### config.mk
export PLATFORM = sky130hd
export DESIGN_NAME = atpr_pitch_cell
export DESIGN_NICKNAME = d
export VERILOG_FILES = /design/src/hw/rtl/assert_macros.svh /design/src/hw/rtl/atpr_pkg.sv /design/src/hw/rtl/atpr_pitch_cell.sv
export SDC_FILE = /design/constraint.sdc
export NUM_CORES = 1
export LEC_CHECK = 0
export BUFFER_PORTS_ARGS = -buffer_cell sky130_fd_sc_hd__clkbuf_2
export CAP_MARGIN = 20
export CORE_ASPECT_RATIO = 1.4
export CORE_UTILIZATION = 35
export DETAILED_ROUTE_END_ITERATION = 6
export SLEW_MARGIN = 0
export SYNTH_ARGS = -nofsm -noshare
export SYNTH_HDL_FRONTEND = slang
export SYNTH_SLANG_ARGS = --single-unit
### constraint.sdc
create_clock -name clk -period 5.5 [get_ports clk]
set_clock_uncertainty 0.05 [all_clocks]
set_input_delay 0.275 -clock clk [delete_from_list [all_inputs] [get_ports clk]]
set_output_delay 0.275 -clock clk [all_outputs]
set_load 0.005 [all_outputs]
### src/hw/rtl/assert_macros.svh
// assertion macros used by the top level rtl file
`ifndef ASSERT_MACROS_SVH
`define ASSERT_MACROS_SVH

`ifndef SYNTHESIS

// property must hold at every clock edge outside reset
`define ASSERT_CLK(lbl, clk, rst, prop) \
  lbl: assert property (@(posedge clk) disable iff (rst) prop) \
    else $error("tilt block assertion failed");

// condition must never be true outside reset
`define ASSERT_NEVER(lbl, clk, rst, cond) \
  lbl: assert property (@(posedge clk) disable iff (rst) !(cond)) \
    else $error("tilt block forbidden condition seen");

`else

`define ASSERT_CLK(lbl, clk, rst, prop)
`define ASSERT_NEVER(lbl, clk, rst, cond)

`endif

`endif

### src/hw/rtl/atpr_pkg.sv
// types, constants and cordic helpers for the accelerometer tilt block
package atpr_pkg;

  localparam int CORDIC_STAGES   = 16;
  localparam int ANGLE_FRAC_BITS = 7;
  localparam int ACC_FRAC        = 20;
  localparam int TABLE_LEN       = 24;
  localparam int CORDIC_N        = (CORDIC_STAGES < TABLE_LEN) ? CORDIC_STAGES : TABLE_LEN;

  localparam int SQRT_N = 24;   // one result bit per cell, 48-bit radicand
  localparam int RAD_W  = 48;
  localparam int ROOT_W = 24;
  localparam int REM_W  = 25;
  localparam int XY_W   = 27;
  localparam int ANG_W  = 30;
  localparam int IDX_W  = 5;
  localparam int RND_SH = ACC_FRAC - ANGLE_FRAC_BITS;

  localparam logic signed [ANG_W-1:0] DEG90    = ANG_W'(90 << ACC_FRAC);
  localparam logic signed [ANG_W-1:0] ROLL_LIM = ANG_W'(180 << ANGLE_FRAC_BITS);
  localparam logic signed [ANG_W-1:0] PITCH_LIM = ANG_W'(90 << ANGLE_FRAC_BITS);

  typedef struct packed {
    logic signed [15:0] accel_x;
    logic signed [15:0] accel_y;
    logic signed [15:0] accel_z;
  } in_t;

  typedef struct packed {
    logic signed [14:0] pitch_deg;
    logic signed [15:0] roll_deg;
  } out_t;

  typedef struct packed {
    logic signed [XY_W-1:0]  x;
    logic signed [XY_W-1:0]  y;
    logic signed [ANG_W-1:0] ang;
  } rot_t;

  // word moving through the square root cells, roll rotates alongside
  typedef struct packed {
    logic [RAD_W-1:0]   rad;
    logic [REM_W-1:0]   rem;
    logic [ROOT_W-1:0]  root;
    rot_t               roll;
    logic signed [15:0] ax;
  } sqrt_word_t;

  typedef struct packed {
    rot_t                    pitch;
    logic signed [ANG_W-1:0] roll_ang;
  } pitch_word_t;

  // atan(2^-i) in degrees, 20 fraction bits
  function automatic logic signed [ANG_W-1:0] atan_deg(input logic [IDX_W-1:0] i);
    logic signed [ANG_W-1:0] t;
    unique case (i)
      5'd0:    t = ANG_W'(47185920);
      5'd1:    t = ANG_W'(27855475);
      5'd2:    t = ANG_W'(14718068);
      5'd3:    t = ANG_W'(7471121);
      5'd4:    t = ANG_W'(3750058);
      5'd5:    t = ANG_W'(1876857);
      5'd6:    t = ANG_W'(938658);
      5'd7:    t = ANG_W'(469357);
      5'd8:    t = ANG_W'(234682);
      5'd9:    t = ANG_W'(117342);
      5'd10:   t = ANG_W'(58671);
      5'd11:   t = ANG_W'(29335);
      5'd12:   t = ANG_W'(14668);
      5'd13:   t = ANG_W'(7334);
      5'd14:   t = ANG_W'(3667);
      5'd15:   t = ANG_W'(1833);
      5'd16:   t = ANG_W'(917);
      5'd17:   t = ANG_W'(458);
      5'd18:   t = ANG_W'(229);
      5'd19:   t = ANG_W'(115);
      5'd20:   t = ANG_W'(57);
      5'd21:   t = ANG_W'(29);
      5'd22:   t = ANG_W'(14);
      5'd23:   t = ANG_W'(7);
      default: t = '0;
    endcase
    return t;
  endfunction

  // one vectoring step: drive y toward zero, y of zero leaves the vector alone
  function automatic rot_t cordic_rot(input rot_t a, input logic [IDX_W-1:0] i);
    rot_t                    r;
    logic signed [XY_W-1:0]  dx;
    logic signed [XY_W-1:0]  dy;
    logic signed [ANG_W-1:0] t;
    dx = $signed(a.y) >>> i;
    dy = $signed(a.x) >>> i;
    t  = atan_deg(i);
    r  = a;
    if (!a.y[XY_W-1] && (a.y != '0)) begin
      r.x   = a.x + dx;
      r.y   = a.y - dy;
      r.ang = a.ang + t;
    end else if (a.y[XY_W-1]) begin
      r.x   = a.x - dx;
      r.y   = a.y + dy;
      r.ang = a.ang - t;
    end
    return r;
  endfunction

endpackage

### src/hw/rtl/atpr_pitch_cell.sv
// pitch cordic cell: one vectoring step, roll angle rides along
module atpr_pitch_cell (
  input  logic                          clk,
  input  logic                          rst,
  input  logic                          en,
  input  logic [atpr_pkg::IDX_W-1:0]    idx,
  input  logic                          in_vld,
  input  atpr_pkg::pitch_word_t         in_w,
  output logic                          out_vld,
  output atpr_pkg::pitch_word_t         out_w
);

  atpr_pkg::pitch_word_t word_next;

  always_comb begin
    word_next       = in_w;
    word_next.pitch = atpr_pkg::cordic_rot(in_w.pitch, idx);
  end

  always_ff @(posedge clk) begin
    if (rst) begin
      out_vld <= 1'b0;
    end else if (en) begin
      out_vld <= in_vld;
    end
  end

  always_ff @(posedge clk) begin
    if (en) begin
      out_w <= word_next;
    end
  end

endmodule

**Word level (Yosys, flattened, before mapping)**

Memories as Yosys holds them, arrays and structs flattened.
Cells that the tools add are included.

- Bits in registers: 115
- Bits in read-only memories: 832
- Input port bits: 123
- Output and inout port bits: 115
- Memories: 1

Memory list:

| memory | depth | bits a word | read ports | clocked after memory_dff | write ports | RTL line | source |
|---|---|---|---|---|---|---|---|
| (name not given) | 32 | 26 | 1 | 0 | 0 | atpr_pkg.sv:57 | `unique case (i)` |

- $add $sub $neg: 6
- Shift-type cells: 2
- Multiplexer cells: 2
- Reduce and logical (&&, ||, !) cells: 3

Operators with widths:

| cell | count |
|---|---|
| two-way mux 84 bit | 2 |
| adder 27 bit | 2 |
| >>> shifter 27 x 5 -> 27 bit | 2 |
| subtractor 27 bit | 2 |
| adder 30 bit | 1 |
| subtractor 30 bit | 1 |
| nonzero test 27 bit | 1 |
| logical AND 1 bit | 1 |
| zero test 1 bit | 1 |

**Longest topological paths before layout**

Gate-level depths: netlist of run 1.

- Word-level depth: 4
- Gate-level depth with buffers: 22
- Depth with buffers taken out: 20

**Worst setup path after synthesis of run 1**

Ideal clock, no wire load.

- Path type: in2reg
- From: input idx[1] (netlist bit)
- To: register out_w[84] (netlist bit) (data pin)
- Arrival: 4.393 ns
- Required time: 5.179 ns
- Setup slack: 0.786 ns
- Stages: 22
- Cell sequence: clkbuf_1 -> buf_2 -> buf_1 -> clkbuf_1 -> nand2_1 -> o211ai_1 -> o211ai_1 -> a21oi_1 -> a21oi_1 -> mux2i_1 -> ha_1 -> inv_1 -> fa_1 -> o21ba_2 -> nor4_1 -> o311ai_0 -> a31o_2 -> o22ai_2 -> a211oi_1 -> o31a_1 -> xnor2_1 -> o22ai_1

RTL lines:

| element | RTL line | source |
|---|---|---|
| start: declaration | atpr_pitch_cell.sv:6 | `input logic [atpr_pkg::IDX_W-1:0] idx,` |
| end signal: assignment | atpr_pitch_cell.sv:30 | `out_w <= word_next;` |
| end: declaration | atpr_pitch_cell.sv:10 | `output atpr_pkg::pitch_word_t out_w` |

==> results of run 1 <==
-- area by class of cell --
| class | instances | area (sq um) | share of cell area |
|---|---|---|---|
| Antenna cell | 2 | 5.005 | 0.0002605 |
| Clock inverter | 12 | 130.1 | 0.006772 |
| Multi-Input combinational cell | 1753 | 12030 | 0.6263 |
| Sequential cell | 115 | 3443 | 0.1792 |
| Tap cell | 624 | 780.7 | 0.04063 |
| Clock buffer | 20 | 456.7 | 0.02377 |
| Timing Repair Buffer | 303 | 1777 | 0.09246 |
| Inverter | 157 | 589.3 | 0.03067 |
-- placed cells by master, fill, tap and decap left out, types with 29 or more instances in the layout --
cell / n
sky130_fd_sc_hd__nand3_1: 32
sky130_fd_sc_hd__o21a_1: 47
sky130_fd_sc_hd__clkbuf_2: 232
sky130_fd_sc_hd__o211ai_1: 29
sky130_fd_sc_hd__ha_1: 178
sky130_fd_sc_hd__nor2_1: 212
sky130_fd_sc_hd__edfxtp_1: 114
sky130_fd_sc_hd__xnor2_1: 95
sky130_fd_sc_hd__o21ai_0: 151
sky130_fd_sc_hd__nor3_1: 39
sky130_fd_sc_hd__mux2i_1: 44
sky130_fd_sc_hd__nand2_1: 222
sky130_fd_sc_hd__nor2b_1: 33
sky130_fd_sc_hd__dlygate4sd3_1: 31
sky130_fd_sc_hd__inv_1: 152
sky130_fd_sc_hd__o22ai_1: 35
sky130_fd_sc_hd__a21oi_1: 221
sky130_fd_sc_hd__nand2b_1: 33
sky130_fd_sc_hd__buf_4: 36
sky130_fd_sc_hd__a211oi_1: 34
-- cell usage after synthesis, types with 7 or more instances --
| cell type | n | area (sq um) |
|---|---|---|
| sky130_fd_sc_hd__nand2_1 | 223 | 837.1 |
| sky130_fd_sc_hd__a21oi_1 | 221 | 1106 |
| sky130_fd_sc_hd__nor2_1 | 213 | 799.5 |
| sky130_fd_sc_hd__ha_1 | 178 | 2227 |
| sky130_fd_sc_hd__inv_1 | 153 | 574.3 |
| sky130_fd_sc_hd__o21ai_0 | 151 | 755.7 |
| sky130_fd_sc_hd__edfxtp_1 | 114 | 3423 |
| sky130_fd_sc_hd__xnor2_1 | 95 | 832.1 |
| sky130_fd_sc_hd__clkbuf_1 | 92 | 345.3 |
| sky130_fd_sc_hd__o21a_1 | 47 | 352.8 |
| sky130_fd_sc_hd__mux2i_1 | 44 | 440.4 |
| sky130_fd_sc_hd__nor3_1 | 39 | 195.2 |
| sky130_fd_sc_hd__o22ai_1 | 35 | 219.0 |
| sky130_fd_sc_hd__a211oi_1 | 34 | 255.2 |
| sky130_fd_sc_hd__nand2b_1 | 33 | 206.5 |
| sky130_fd_sc_hd__nor2b_1 | 33 | 206.5 |
| sky130_fd_sc_hd__nand3_1 | 32 | 160.2 |
| sky130_fd_sc_hd__o211ai_1 | 29 | 217.7 |
| sky130_fd_sc_hd__o21bai_1 | 28 | 210.2 |
| sky130_fd_sc_hd__mux4_2 | 26 | 585.6 |
| sky130_fd_sc_hd__buf_2 | 25 | 125.1 |
| sky130_fd_sc_hd__a21o_1 | 23 | 172.7 |
| sky130_fd_sc_hd__nor4_1 | 20 | 125.1 |
| sky130_fd_sc_hd__xor2_1 | 18 | 157.7 |
| sky130_fd_sc_hd__buf_1 | 17 | 63.81 |
| sky130_fd_sc_hd__o31ai_1 | 17 | 127.6 |
| sky130_fd_sc_hd__mux2_2 | 16 | 180.2 |
| sky130_fd_sc_hd__a31oi_1 | 13 | 81.33 |
| sky130_fd_sc_hd__or3_1 | 13 | 81.33 |
| sky130_fd_sc_hd__or2_2 | 11 | 68.82 |
| sky130_fd_sc_hd__or4_1 | 11 | 82.58 |
| sky130_fd_sc_hd__and3_1 | 10 | 62.56 |
| sky130_fd_sc_hd__o31a_1 | 10 | 87.58 |
| sky130_fd_sc_hd__a211o_1 | 9 | 78.83 |
| sky130_fd_sc_hd__nand4_1 | 8 | 50.05 |
| sky130_fd_sc_hd__o311ai_0 | 8 | 70.07 |
| sky130_fd_sc_hd__and2_1 | 7 | 43.79 |
-- kinds of logic (layout without fill, tap and decap cells) --
group,Yosys count,count (layout)
compound gates,703,703
xor+xnor,113,113
fa+ha+maj,184,184
buf+inv,293,492
flops,115,115
mux,86,86
other cells,0,2
simple gates,667,667
-- registers in the layout (all words and copies together), names as in the netlist --
| register | flops |
|---|---|
| out_vld | 1 |
| out_w | 114 |
-- layer usage --
layer | global-route usage | vias to the layer above | wire (um)
met5 | 0 | - | 22
met2 | 0.4424 | 624 | 30300
li1 | - | 8149 | -
met1 | 0.2728 | 8020 | 23220
met3 | 0.03501 | 162 | 3240
met4 | 0.1564 | 4 | 3703
-- critical path, stage by stage --
cell,delay [ns]
sky130_fd_sc_hd__buf_2,0.12
sky130_fd_sc_hd__buf_4,0.37
sky130_fd_sc_hd__nor2b_1,0.12
sky130_fd_sc_hd__a211oi_1,0.25
sky130_fd_sc_hd__a21oi_1,0.09
sky130_fd_sc_hd__a211oi_1,0.35
sky130_fd_sc_hd__a21oi_1,0.07
sky130_fd_sc_hd__o21ai_0,0.63
sky130_fd_sc_hd__ha_1,0.38
sky130_fd_sc_hd__nor2b_1,0.15
sky130_fd_sc_hd__o31a_1,0.27
sky130_fd_sc_hd__o21ai_1,0.18
sky130_fd_sc_hd__a21oi_1,0.16
sky130_fd_sc_hd__o41ai_2,0.48
sky130_fd_sc_hd__a311oi_1,0.29
sky130_fd_sc_hd__a41oi_1,0.33
sky130_fd_sc_hd__xor2_1,0.17
sky130_fd_sc_hd__o22ai_1,0.11
-- metrics by stage --
stage | setup slack [ns] | util | area, sq um | std cells
5_1_grt | 0.4245 | 0.4095 | 19220 | 2986
2_1_floorplan | 0.7857 | - | 16600 | 2161
3_3_place_gp | 0.5281 | 0.3903 | 18310 | 2921
4_1_cts | 0.9479 | 0.4094 | 19210 | 2984
3_5_place_dp | 0.4751 | 0.3903 | 18310 | 2921
6_report | 0.7871 | 0.4095 | 19220 | 2986
-- power by group through the flow --
stage / logic [uW] / registers, uW / clock network, uW
6_report: 2270 / 1190 / 1170
5_1_grt: 2490 / 1200 / 1230
4_1_cts: 2250 / 1190 / 1200
3_5_place_dp: 2210 / 1210 / 0
3_3_place_gp: 2200 / 1210 / 0
2_1_floorplan: 1510 / 1220 / 0
-- worst min path at each step --
stage	slack, ns	cells after the start	end	from
floorplan	0.30	1	out_vld	rst
global placement	0.39	2	out_vld	rst
detailed placement	0.39	2	out_vld	rst
CTS	0.004	3	out_vld	in_vld
global route	0.02	1	out_w[8]	en
finish	0.03	3	out_vld	in_vld
==> run summary, run 1 <==
The flow ran to the end, and the final reports show no timing, DRC or antenna violations. After floorplanning, the core was divided into 94 placement rows. TritonCTS built the clock tree.

The maximum vdd drop came out at 0.0002293 V. Of the total synthesized cell area, the portion taken by AND, OR, NAND and NOR gates is 0.1830. The insertion delay of the later-clocked pin in the worst-skew pair came out at 0.45 ns. In this run the tool buffered the top-level ports with ~240 buffer cells.

The count of antenna-violating nets left after detailed routing came out at 0. The total global routing track utilization came out at 0.2479. The startpoint of the lowest-slack register-to-register path is out_vld. The total power density per cell area is between 200 and 250 mW/mm^2.

The clock edge transition at the registers on the reported setup and hold paths is around 0.060 ns. The number of cells produced by synthesis is 2,161. The proportion of power drawn by combinational gates came out at 0.490. The number of antenna violations at the first check in global routing is 4. The die is 186.1 um wide. The first-pass GRT wire length is just over 90 mm. Routability-driven placement finished with a final weighted congestion of between 0.9 and 1.

The largest net degree at the start of global routing is 71. After detailed routing, the total wire length is about 60 mm. The switching component of the power came out at between 1500 and 2000 uW. The number of warning messages in the yosys log came out at 0. The number of violations reported at the end of detailed-routing iteration 0 is between 900 and 1,000. For this run, the register share of the synthesized area comes to 0.2074. The number of synthesized register bits came out at 115. In this run, CTS created clock tree buffers numbering 17. The die height is 259.7 um.

In the final layout, the share of cells above drive strength 1 is 0.1610. The hold violation count in the final report came out at 0. The final max-slew violation count is 0. The post-cts sizing count came out at 0. The post-synthesis average cell area came out at 7.682 sq um. The arithmetic-cell share of the synthesized area counting full adders, half adders and majority gates is 0.1414. The total standard cell area after synthesis came out at 0.01660 sq mm. The count of buffers added by post-CTS timing repair for setup is 0. The slew at the pin closest to its max-slew limit is approximately 1.0 ns.

STA classifies the critical path startpoint as an input pin. The effective utilization at floorplan is 0.3538. The count of nets after finishing came out at ~2,700. In this run the worst path has a maximum fanout of 33. The post-synthesis xor/xnor area fraction is 0.05962. The detailed-route vias per instance came out at between 5 and 6.

Setup repair after global routing left no endpoint under its margin. The number of buffers on the longest clock path came out at 2. The aggregate global routing overflow is 0. The total area inside the core boundary comes to between 0.04 and 0.05 sq mm. The slack of the worst reg-to-reg path is between 4 and 5 ns. Buffers inserted to repair hold after CTS numbered 31. The critical path arrival came out at a little under 5 ns. The final critical delay including setup and external delays is ~4.7 ns. The class of the most critical hold timing path is input pin to flop. The layout has a little under 5,000 filler cells. The accumulated negative setup slack is 0 ns. The cell count of the worst reg-to-reg path is 2. The top-level port count came out at 238.

The clock sink count is approximately 120. The capturing element type of the critical path is a flop. The share of total power dissipated in sequential elements is 0.257. The net count after synthesis came out at 2,468. The internal power component is between 2000 and 3000 uW. The maximum frequency from static timing analysis came out at 0.2122 GHz. The estimated wirelength of the detail-placed design is between 40 and 50 mm. In this run the clock root is driven by a sky130_fd_sc_hd__clkbuf_16. The hold slack came out at ~0.027 ns. Of the total power, the share spent switching nets is 0.4031. The die footprint is between 0.04 and 0.05 sq mm. The most critical setup path has its endpoint at out_w[85].

The async set-or-reset flop fraction in the synthesized netlist is 0. The multiplexer area fraction after synthesis came out at 0.07266. The number of distinct library cells after synthesis is roughly 80. Summed over all cells, the static leakage comes to between 0.008 and 0.009 uW. The routed wirelength normalized by instance count is approximately 20 um. The detailed router placed 16,960 vias in this run. The dominant register cell in the synthesized netlist is sky130_fd_sc_hd__edfxtp_1. The number of remaining DRC errors is 0.

The capture instance of the worst register-to-register path is out_vld. The number of failing setup endpoints in the final timing report came out at 0. Dividing the final minimum period by the clock period gives 0.8569.

After synthesis, the largest family of logic cells by area is compound AO/OA/AOI/OAI gates. Headroom to the max-slew limit came out at 0.3058. The first-pass iteration count of the detailed router came out at 5. The complex-gate fraction of the synthesized area was 0.2676. The max capacitance violation total is 0. The worst setup path is of the input pin to flop kind. The H-tree was split into 4 levels. The total power of the final layout came out at 4621 uW. The clock share of power came out at 0.253. The via count of the first global-routing pass is 16,470. The count of flip-flops with a built-in enable after synthesis came out at roughly 110. STA puts the critical path data required time at about 5.6 ns. From synthesis to final layout, the design area changed by 15.75%. Tracing the worst setup path back leads to its startpoint at idx[1].
Power figures use the tool's default switching activity.
==> run 2: changes to the inputs <==
--- a/config.mk
+++ b/config.mk
@@ -8,7 +8,7 @@
 export BUFFER_PORTS_ARGS = -buffer_cell sky130_fd_sc_hd__clkbuf_2
 export CAP_MARGIN = 20
 export CORE_ASPECT_RATIO = 1.4
-export CORE_UTILIZATION = 35
+export CORE_UTILIZATION = 30
 export DETAILED_ROUTE_END_ITERATION = 6
 export SLEW_MARGIN = 0
 export SYNTH_ARGS = -nofsm -noshare
==> run 2 against run 1 <==
- global-route usage fell by 2.4 points
- non-clock buffer count increased by 17
- clock power hardly changed
- sequential power hardly changed
- combinational power grew 2%
- cell area is 1.4% higher
- count of clock-buffer cells in the layout is the same
- critical endpoint is now out_w[111]
==> run summary, run 2 (synthesis results as in run 1) <==
The internal power of the cells totals about 2800 uW. The number of placed cells counting well taps came out at 3,034. For this design the top-level I/O count stands at approximately 240. The class of the most critical hold timing path is input pin to flop. After detailed routing, the average wire length per cell comes to approximately 21 um. The detailed-route vias per instance is ~5.5.

The finished layout holds 3,101 standard cells, fillers aside. The cell class contributing the biggest share of worst-path delay is compound AO/OA/AOI/OAI gates. The total power density per cell area is 239.2 mW/mm^2.

In this run the tool buffered the top-level ports with between 200 and 250 buffer cells. The first-pass iteration count of the detailed router is 6. The area inside the core boundary came out at between 0.05 and 0.06 sq mm. The flow ran to the end, and the final reports show no timing, DRC or antenna violations. The number of levels in the clock H-tree is 4. Counting stages on the worst path, the most repeated cell is sky130_fd_sc_hd__a21oi_1. The floorplan has 101 rows. The clock root buffer is sky130_fd_sc_hd__clkbuf_16. Entering global routing, the biggest net connects approximately 80 pins. The aggregate global routing overflow came out at 0. The top fanout value on the critical path came out at 22. The number of antenna violations at the first check in global routing came out at 4.

The die boundary width came out at between 200 and 250 um. The clock tree from TritonCTS is done. The wire length on met2 is ~34 mm. The maximum frequency from static timing analysis came out at around 0.21 GHz. Compared with the post-synthesis result, the final layout area differs by 17.38%. The sum of met3 wire segment lengths after detailed routing came out at around 3.0 mm.

The number of violations reported at the end of detailed-routing iteration 0 is approximately 1,200. The signal on the critical path passes through buf_2 -> buf_4 -> mux2i_1 -> a21oi_1 -> a211oi_1 -> a21oi_1 -> o21ai_0 -> inv_1 -> fa_1 -> nor2b_1 -> o211ai_1 -> nand3_1 -> a21oi_1 -> buf_4 -> nor3_1 -> o32ai_1 -> nor4_1 -> a311oi_1 -> o311ai_0. The via count of the first global-routing pass came out at ~17,000.

More flip-flops sit in one register than any other, and that register is out_w. In the layout the commonest cells are 232 x sky130_fd_sc_hd__clkbuf_2, 223 x sky130_fd_sc_hd__nand2_1, 221 x sky130_fd_sc_hd__a21oi_1. The flip-flop count of the largest register after layout is approximately 110. Data arrives at the worst endpoint at 4.91 ns. The critical path is of the input pin to flop type. The first global-routing pass estimated a little under 100 mm of wire. The insertion delay of the later-clocked pin in the worst-skew pair is ~0.46 ns. The tool flagged a number of max-cap violations equal to 0. The count of buffers added by post-CTS timing repair for setup is 0. Of the total power, the clock network draws 0.250. STA classifies the critical path startpoint as an input pin. The initial utilization of the core area, before any placement, comes to 0.3048. The slew at the pin closest to its max-slew limit came out at slightly below 1 ns. Across every metal layer, demand over resource in global routing totals 0.2241. Clock-pin slew was measured on the worst setup and hold paths at ~0.06 ns.

The highest metal layer carrying signal wires in the routed design is met5. In this run the remaining antenna-violating nets after routing total 0. For this block, wires on met1 add up to around 24 mm. The accumulated negative setup slack is 0 ns.

The worst setup path is captured at a flop. The die height is 280.3 um. The estimated wirelength of the detail-placed design came out at 50.15 mm. The fraction of layout cells with a size suffix above 1 came out at 0.1662. After detailed routing, the number of remaining DRC violations is 0. The library cell used most frequently in the layout, excluding fill and tap cells, is sky130_fd_sc_hd__clkbuf_2. The switching component of the power came out at approximately 1900 uW. Of the total power, the share spent switching nets is 0.4065. The clock sink count is between 100 and 150.

Setup repair after global routing left no endpoint under its margin. The reported leakage power is between 0.008 and 0.009 uW. The slowest stage of the critical path is the sky130_fd_sc_hd__o21ai_0 cell. The number of failing setup endpoints in the final timing report is 0. The total clock buffers created by CTS is 17. The hold violation count in the final report came to 0. The number of buffers on the longest clock path is 2.

The number of buffer and inverter instances along the worst setup path is 4. The total routed wirelength is 64.07 mm. The largest registers in the layout are out_w: 114 flops, out_vld: 1 flops. The final max-slew violation count is 0.

The proportion of power drawn by combinational gates is 0.495. The maximum vdd drop is around 0.00021 V. The max-slew headroom at the worst pin is 0.3529. The die footprint is between 0.05 and 0.06 sq mm. The part of the cycle the worst path needs came out at 0.8700. The part of the total power dissipated in sequential elements is 0.255.

The via count is 17,100. STA puts the critical path data required time at between 5 and 6 ns. The placer congestion estimate came out at around 0.98. In the final design database the tool counted 2,671 nets. The final critical delay including setup and external delays is approximately 4.8 ns. The delay contributed by the slowest stage of the critical path came out at roughly 0.46 ns.
## run 2: cell count changes in the layout (fill, tap and decap cells not counted), sizes merged
cell and delta:
clkinv +3, inv -1, buf +16, diode +1, clkinvlp -2, clkbuf +1
## run 2: path summary, 6_finish.rpt
path           start         end  slack, ns  cells after the start
max           idx[1]  out_w[111]       0.71                     19
min           in_vld     out_vld       0.02                      3
max reg2reg  out_vld     out_vld       4.85                      2
min reg2reg  out_vld     out_vld       0.46                      2
## run 2: layout make-up
cell class,count,area (sq um)
fillers,5703,34980
multi-input cells,1753,12030
flip-flops and latches,115,3443
repair buffers,320,1933
well taps,721,902.1
inverters,157,589.3
clock buffers,20,446.7
clock inverters,12,132.6
diodes,3,7.507
## run 2: timing repair
item	in CTS	in global routing
endpoints found under the hold margin	31	0
hold buffers	31	0
gates resized for setup	0	0
## run 2: per-stage QoR
stage | util | cell area, sq um | hold WS, ns | setup slack (ns) | power [uW]
floorplan | - | 16600 | 0.2974 | 0.7857 | 2725
global placement | 0.3412 | 18580 | 0.3866 | 0.4279 | 3469
detailed placement | 0.3412 | 18580 | 0.3949 | 0.2930 | 3476
CTS | 0.3575 | 19470 | 0.0007160 | 0.7910 | 4702
global route | 0.3578 | 19490 | 0.03054 | 0.3842 | 4977
finish | 0.3578 | 19490 | 0.02078 | 0.7148 | 4661
## run 2: per-layer routing
layer,track usage,vias to the layer above
li1,-,8188
met4,0.1204,2
met3,0.02753,144
met1,0.2410,8143
met5,0,-
met2,0.4240,620
## run 2: power by group through the flow
stage,Sequential [uW],Combinational (uW),Clock [uW]
2_1_floorplan,1220,1510,0
3_3_place_gp,1210,2260,0
3_5_place_dp,1210,2260,0
4_1_cts,1190,2300,1210
5_1_grt,1200,2540,1230
6_report,1190,2310,1170
## run 2: worst register-to-register path, delay by kind of cell, from the launching register on
family | cells | cell delay (ns)
and+or+nand+nor | 1 | 0.05
muxes | 1 | 0.13
DFF | 1 | 0.31
==> run 3: changes to the inputs <==
--- a/config.mk
+++ b/config.mk
@@ -5,6 +5,7 @@
 export SDC_FILE = /design/constraint.sdc
 export NUM_CORES = 1
 export LEC_CHECK = 0
+export ABC_AREA = 1
 export BUFFER_PORTS_ARGS = -buffer_cell sky130_fd_sc_hd__clkbuf_2
 export CAP_MARGIN = 20
 export CORE_ASPECT_RATIO = 1.4
==> constraint.sdc (replaced) <==
create_clock -name clk -period 6.1 [get_ports clk]
set_clock_uncertainty 0.05 [all_clocks]
set_input_delay 0.305 -clock clk [delete_from_list [all_inputs] [get_ports clk]]
set_output_delay 0.305 -clock clk [all_outputs]
set_load 0.005 [all_outputs]
==> run 3 against run 2 <==
- clock power fell by 6%
- critical path depth is 4 lower
- via count up 30%
- core utilization decreased by 1.2 points
- register-to-register slack improved by 0.05 ns
- die area grew 16%
- non-clock buffer count decreased by 34
- highest routed layer unchanged
- sequential share of layout area is 2.0 points lower
- synthesized area grew 16%
- sequential cell count stayed put
- routed wire length up 32%
==> run summary, run 3 <==
The fraction of the yosys area taken by sequential cells is 0.1790. The placer congestion estimate came out at approximately 1.0. The analysis attributes to cell leakage a power of about 0.011 uW. The slew at the pin closest to its max-slew limit is 0.8542 ns. The first global-routing pass estimated 125.5 mm of wire. The clock sink count is 115.

The aggregate global routing overflow is 0. In this run the number of cells on the critical path is 15. Counting instances in the post-synthesis netlist gives the leading cell types as 1,016 x sky130_fd_sc_hd__nand2_1, 497 x sky130_fd_sc_hd__inv_1, 312 x sky130_fd_sc_hd__nand3_1. The count of standard-cell rows is around 110.

The clock edge transition at the registers on the reported setup and hold paths came out at approximately 0.070 ns. The die height is just over 300 um. After detailed placement, the total cell area comes to ~0.021 sq mm. For this run, the top clock speed supported by timing is ~0.24 GHz. The endpoint identified for the worst register-to-register timing path is out_vld.

The run finished with clean final reports. Dividing the detail-routed wire length by the instance count gives 19.50 um. The library cell used most frequently in the layout, excluding fill and tap cells, is sky130_fd_sc_hd__nand2_1.

Counting stages on the worst path, the most repeated cell is sky130_fd_sc_hd__nor2_1. The estimated wirelength of the detail-placed design is roughly 69 mm. For the final routed database, the setup TNS stands at 0 ns. The final cell count without fillers came out at roughly 4,300. The count of antenna-violating nets left after detailed routing came out at 0. The area inside the core boundary came out at around 0.063 sq mm. The top-level port count came out at ~240. The effective utilization at floorplan is 0.3040. The count of buffers added by post-CTS timing repair for setup came out at 0.

The first-pass iteration count of the detailed router is 7. The total standard cell area after synthesis came out at about 0.019 sq mm. The detailed-route vias per instance came out at approximately 5.1.

The floorplan step defined a die boundary enclosing 0.06516 sq mm. The fraction of layout cells with a size suffix above 1 came out at 0.09712. Traced cell by cell, the critical path runs through clkbuf_2 -> inv_4 -> ha_1 -> nor2_1 -> nor3_1 -> nor3_1 -> inv_1 -> ha_1 -> nand2_1 -> nor2_1 -> nand2_1 -> nor2_1 -> o21ai_0 -> nand3_1 -> o211ai_1. In this run, synthesis produced a sequential element count of around 120. The critical path arrival is approximately 4.4 ns.

The flip-flop count of the largest register after layout came out at approximately 110. The number of placed cells counting well taps is ~4,300. The number of levels in the clock H-tree is 4.

The count of flip-flops with a built-in enable after synthesis is about 110. The clock tree from TritonCTS is done. The dominant register cell in the synthesized netlist is sky130_fd_sc_hd__edfxtp_1.

The total global routing track utilization is 0.2562. The critical path contains buffers and inverters numbering 3 combined. The number of remaining DRC errors is 0. sky130_fd_sc_hd__nand2_1 takes more of the synthesized area than any other cell. TritonCTS created 17 clock buffers.

Summed over all layers, the routed wires come to roughly 85 mm. The max capacitance violation total is 0. The timing startpoint of the critical path is idx[1]. After synthesis, the share of flip-flops with an asynchronous set or reset is 0. The top fanout value on the critical path came out at slightly below 50. The insertion delay of the later-clocked pin in the worst-skew pair is roughly 0.5 ns. The global routing's busiest layer is met2. The cell count of the worst reg-to-reg path is 3. The fraction of post-synthesis cell area in the top cell type by area came out at 0.1982.

In the layout the commonest cells are 1,016 x sky130_fd_sc_hd__nand2_1, 497 x sky130_fd_sc_hd__inv_1, 312 x sky130_fd_sc_hd__nand3_1. The worst setup path is launched from an input pin. The largest net degree at the start of global routing came out at 65.

After the first detailed-routing iteration, the DRC count stood at roughly 1,800. The number of cells produced by synthesis is around 3,300. The hold violation count in the final report is 0. The number of buffers on the longest clock path came out at 2. The number of distinct library cells after synthesis is 56. The slack of the worst reg-to-reg path came out at approximately 5 ns.

The kind of critical path is input pin to flop. The number of inserted filler cells in the final layout came out at 7,245. The most frequent cell after synthesis is sky130_fd_sc_hd__nand2_1.

The post-layout instance area came out at 0.02190 sq mm. The via count of the first global-routing pass came out at 21,620. Yosys printed 0 warnings.

The startpoint identified for the worst hold timing path is in_w[30]. Yosys attributes the largest share of cell area to sky130_fd_sc_hd__nand2_1 20%, sky130_fd_sc_hd__edfxtp_1 18%, sky130_fd_sc_hd__ha_1 12%. The number of gates resized after CTS was 0. The number of antenna violations at the first check in global routing is 5. The via count is between 20,000 and 25,000. The met3 track demand over resource in global routing came out at 0.04135. For this design the ratio of total power to cell area is about 200 mW/mm^2. The final core area utilization is 0.3461. In the final layout, the registers with the most flip-flops are out_w: 114 flops, out_vld: 1 flops. The startpoint identified for the worst register-to-register timing path is out_vld. The cell family contributing the most delay on the critical path is simple AND/OR/NAND/NOR gates. The tree is rooted in a sky130_fd_sc_hd__clkbuf_16. The critical path ends at out_w[44].

The net count after synthesis came out at between 3,000 and 4,000. The area growth from synthesis to layout is 13.85%. The floorplan step set the die width to roughly 220 um. STA puts the critical path data required time at ~6.3 ns.

The number of buffers added on ports came out at roughly 240. The clock period could shrink to roughly 4.2 ns. For this design, the slowest cell found on the critical path is sky130_fd_sc_hd__clkbuf_2. The maximum vdd drop is slightly below 0.0002 V. Setup violations remaining at the end of the flow were counted as 0.

The worst pin sits at a relative slew slack of 0.4306. The register bank with the most flops is out_w. Setup repair after global routing left no endpoint under its margin. The delay contributed by the slowest stage of the critical path is 0.64 ns.

The final max-slew violation count was 0. The met2 routing resource usage after global routing came out at 0.4589. The met1 routing resource usage after global routing came out at 0.2803. The count of nets after finishing came out at about 3,800. The tightest min-delay check is of the input pin to flop type. The post-synthesis average cell area is just under 6 sq um. The part of the cycle the worst path needs is 0.6960. The number of buffers inserted for hold repair after clock tree synthesis is 32.

The capturing element type of the critical path is a flop.
==> run 3: cell count changes after synthesis, sizes merged, moves of 88 or more <==
cell   change
o21ai     +95
nand3    +282
xnor2     -88
nor2      +94
inv      +358
nand2    +797
==> run 3: worst min path at each step <==
stage                     cells after the start   endpoint
after floorplan                               1    out_vld
after global placement                        2    out_vld
after detailed placement                      1  out_w[15]
after CTS                                     3  out_w[50]
after global routing                          4  out_w[59]
final                                         3  out_w[30]
==> run 3: cells by family after synthesis <==
family	count (synthesis)	synth area share
AND/OR/NAND/NOR	1768	0.3826
buffers and inverters	629	0.1329
AO/OA/AOI/OAI	556	0.1612
adder cells (fa/ha/maj)	184	0.1220
flip-flops	115	0.1790
XOR/XNOR	24	0.01093
multiplexers	22	0.01145
==> run 3: report_power, final <==
group	total, uW	internal [uW]	leakage [uW]	switching (uW)
clock network	1100	612	0.000290	490
registers	1060	1020	0.00112	45.3
logic	2270	711	0.00991	1560
total	4430	2340	0.0113	2090
==> run 3: final cells by class <==
type / instances / area, sq um / share of cell area
multi-input combinational: 2554 / 13240 / 0.6044
timing repair buffer: 286 / 1643 / 0.07500
sequential: 115 / 3443 / 0.1572
antenna: 3 / 7.507 / 0.0003427
inverter: 514 / 1932 / 0.08820
clock inverter: 14 / 168.9 / 0.007712
tap: 832 / 1041 / 0.04753
clock buffer: 18 / 429.2 / 0.01959
==> run 3: through the flow <==
stage	hold WS (ns)	setup slack (ns)	power, uW
floorplan	0.3274	2.834	2512
global placement	0.4267	1.390	3302
detailed placement	0.4337	1.395	3297
CTS	0.05394	1.947	4466
global route	0.09711	1.497	4755
finish	0.1036	1.855	4433
==> run 3: worst min-delay path: cells and delay by family <==
| kind | cells | cell delay, ns |
|---|---|---|
| AND/OR/NAND/NOR | 1 | 0.05 |
| buffers and inverters | 1 | 0.11 |
| AO/OA/AOI/OAI | 1 | 0.06 |
==> run 3: routing by layer <==
metal	routed length, um	share of wire
met5	27	0.00032
met3	4309	0.051
met1	33070	0.39
met2	41800	0.49
met4	5340	0.063
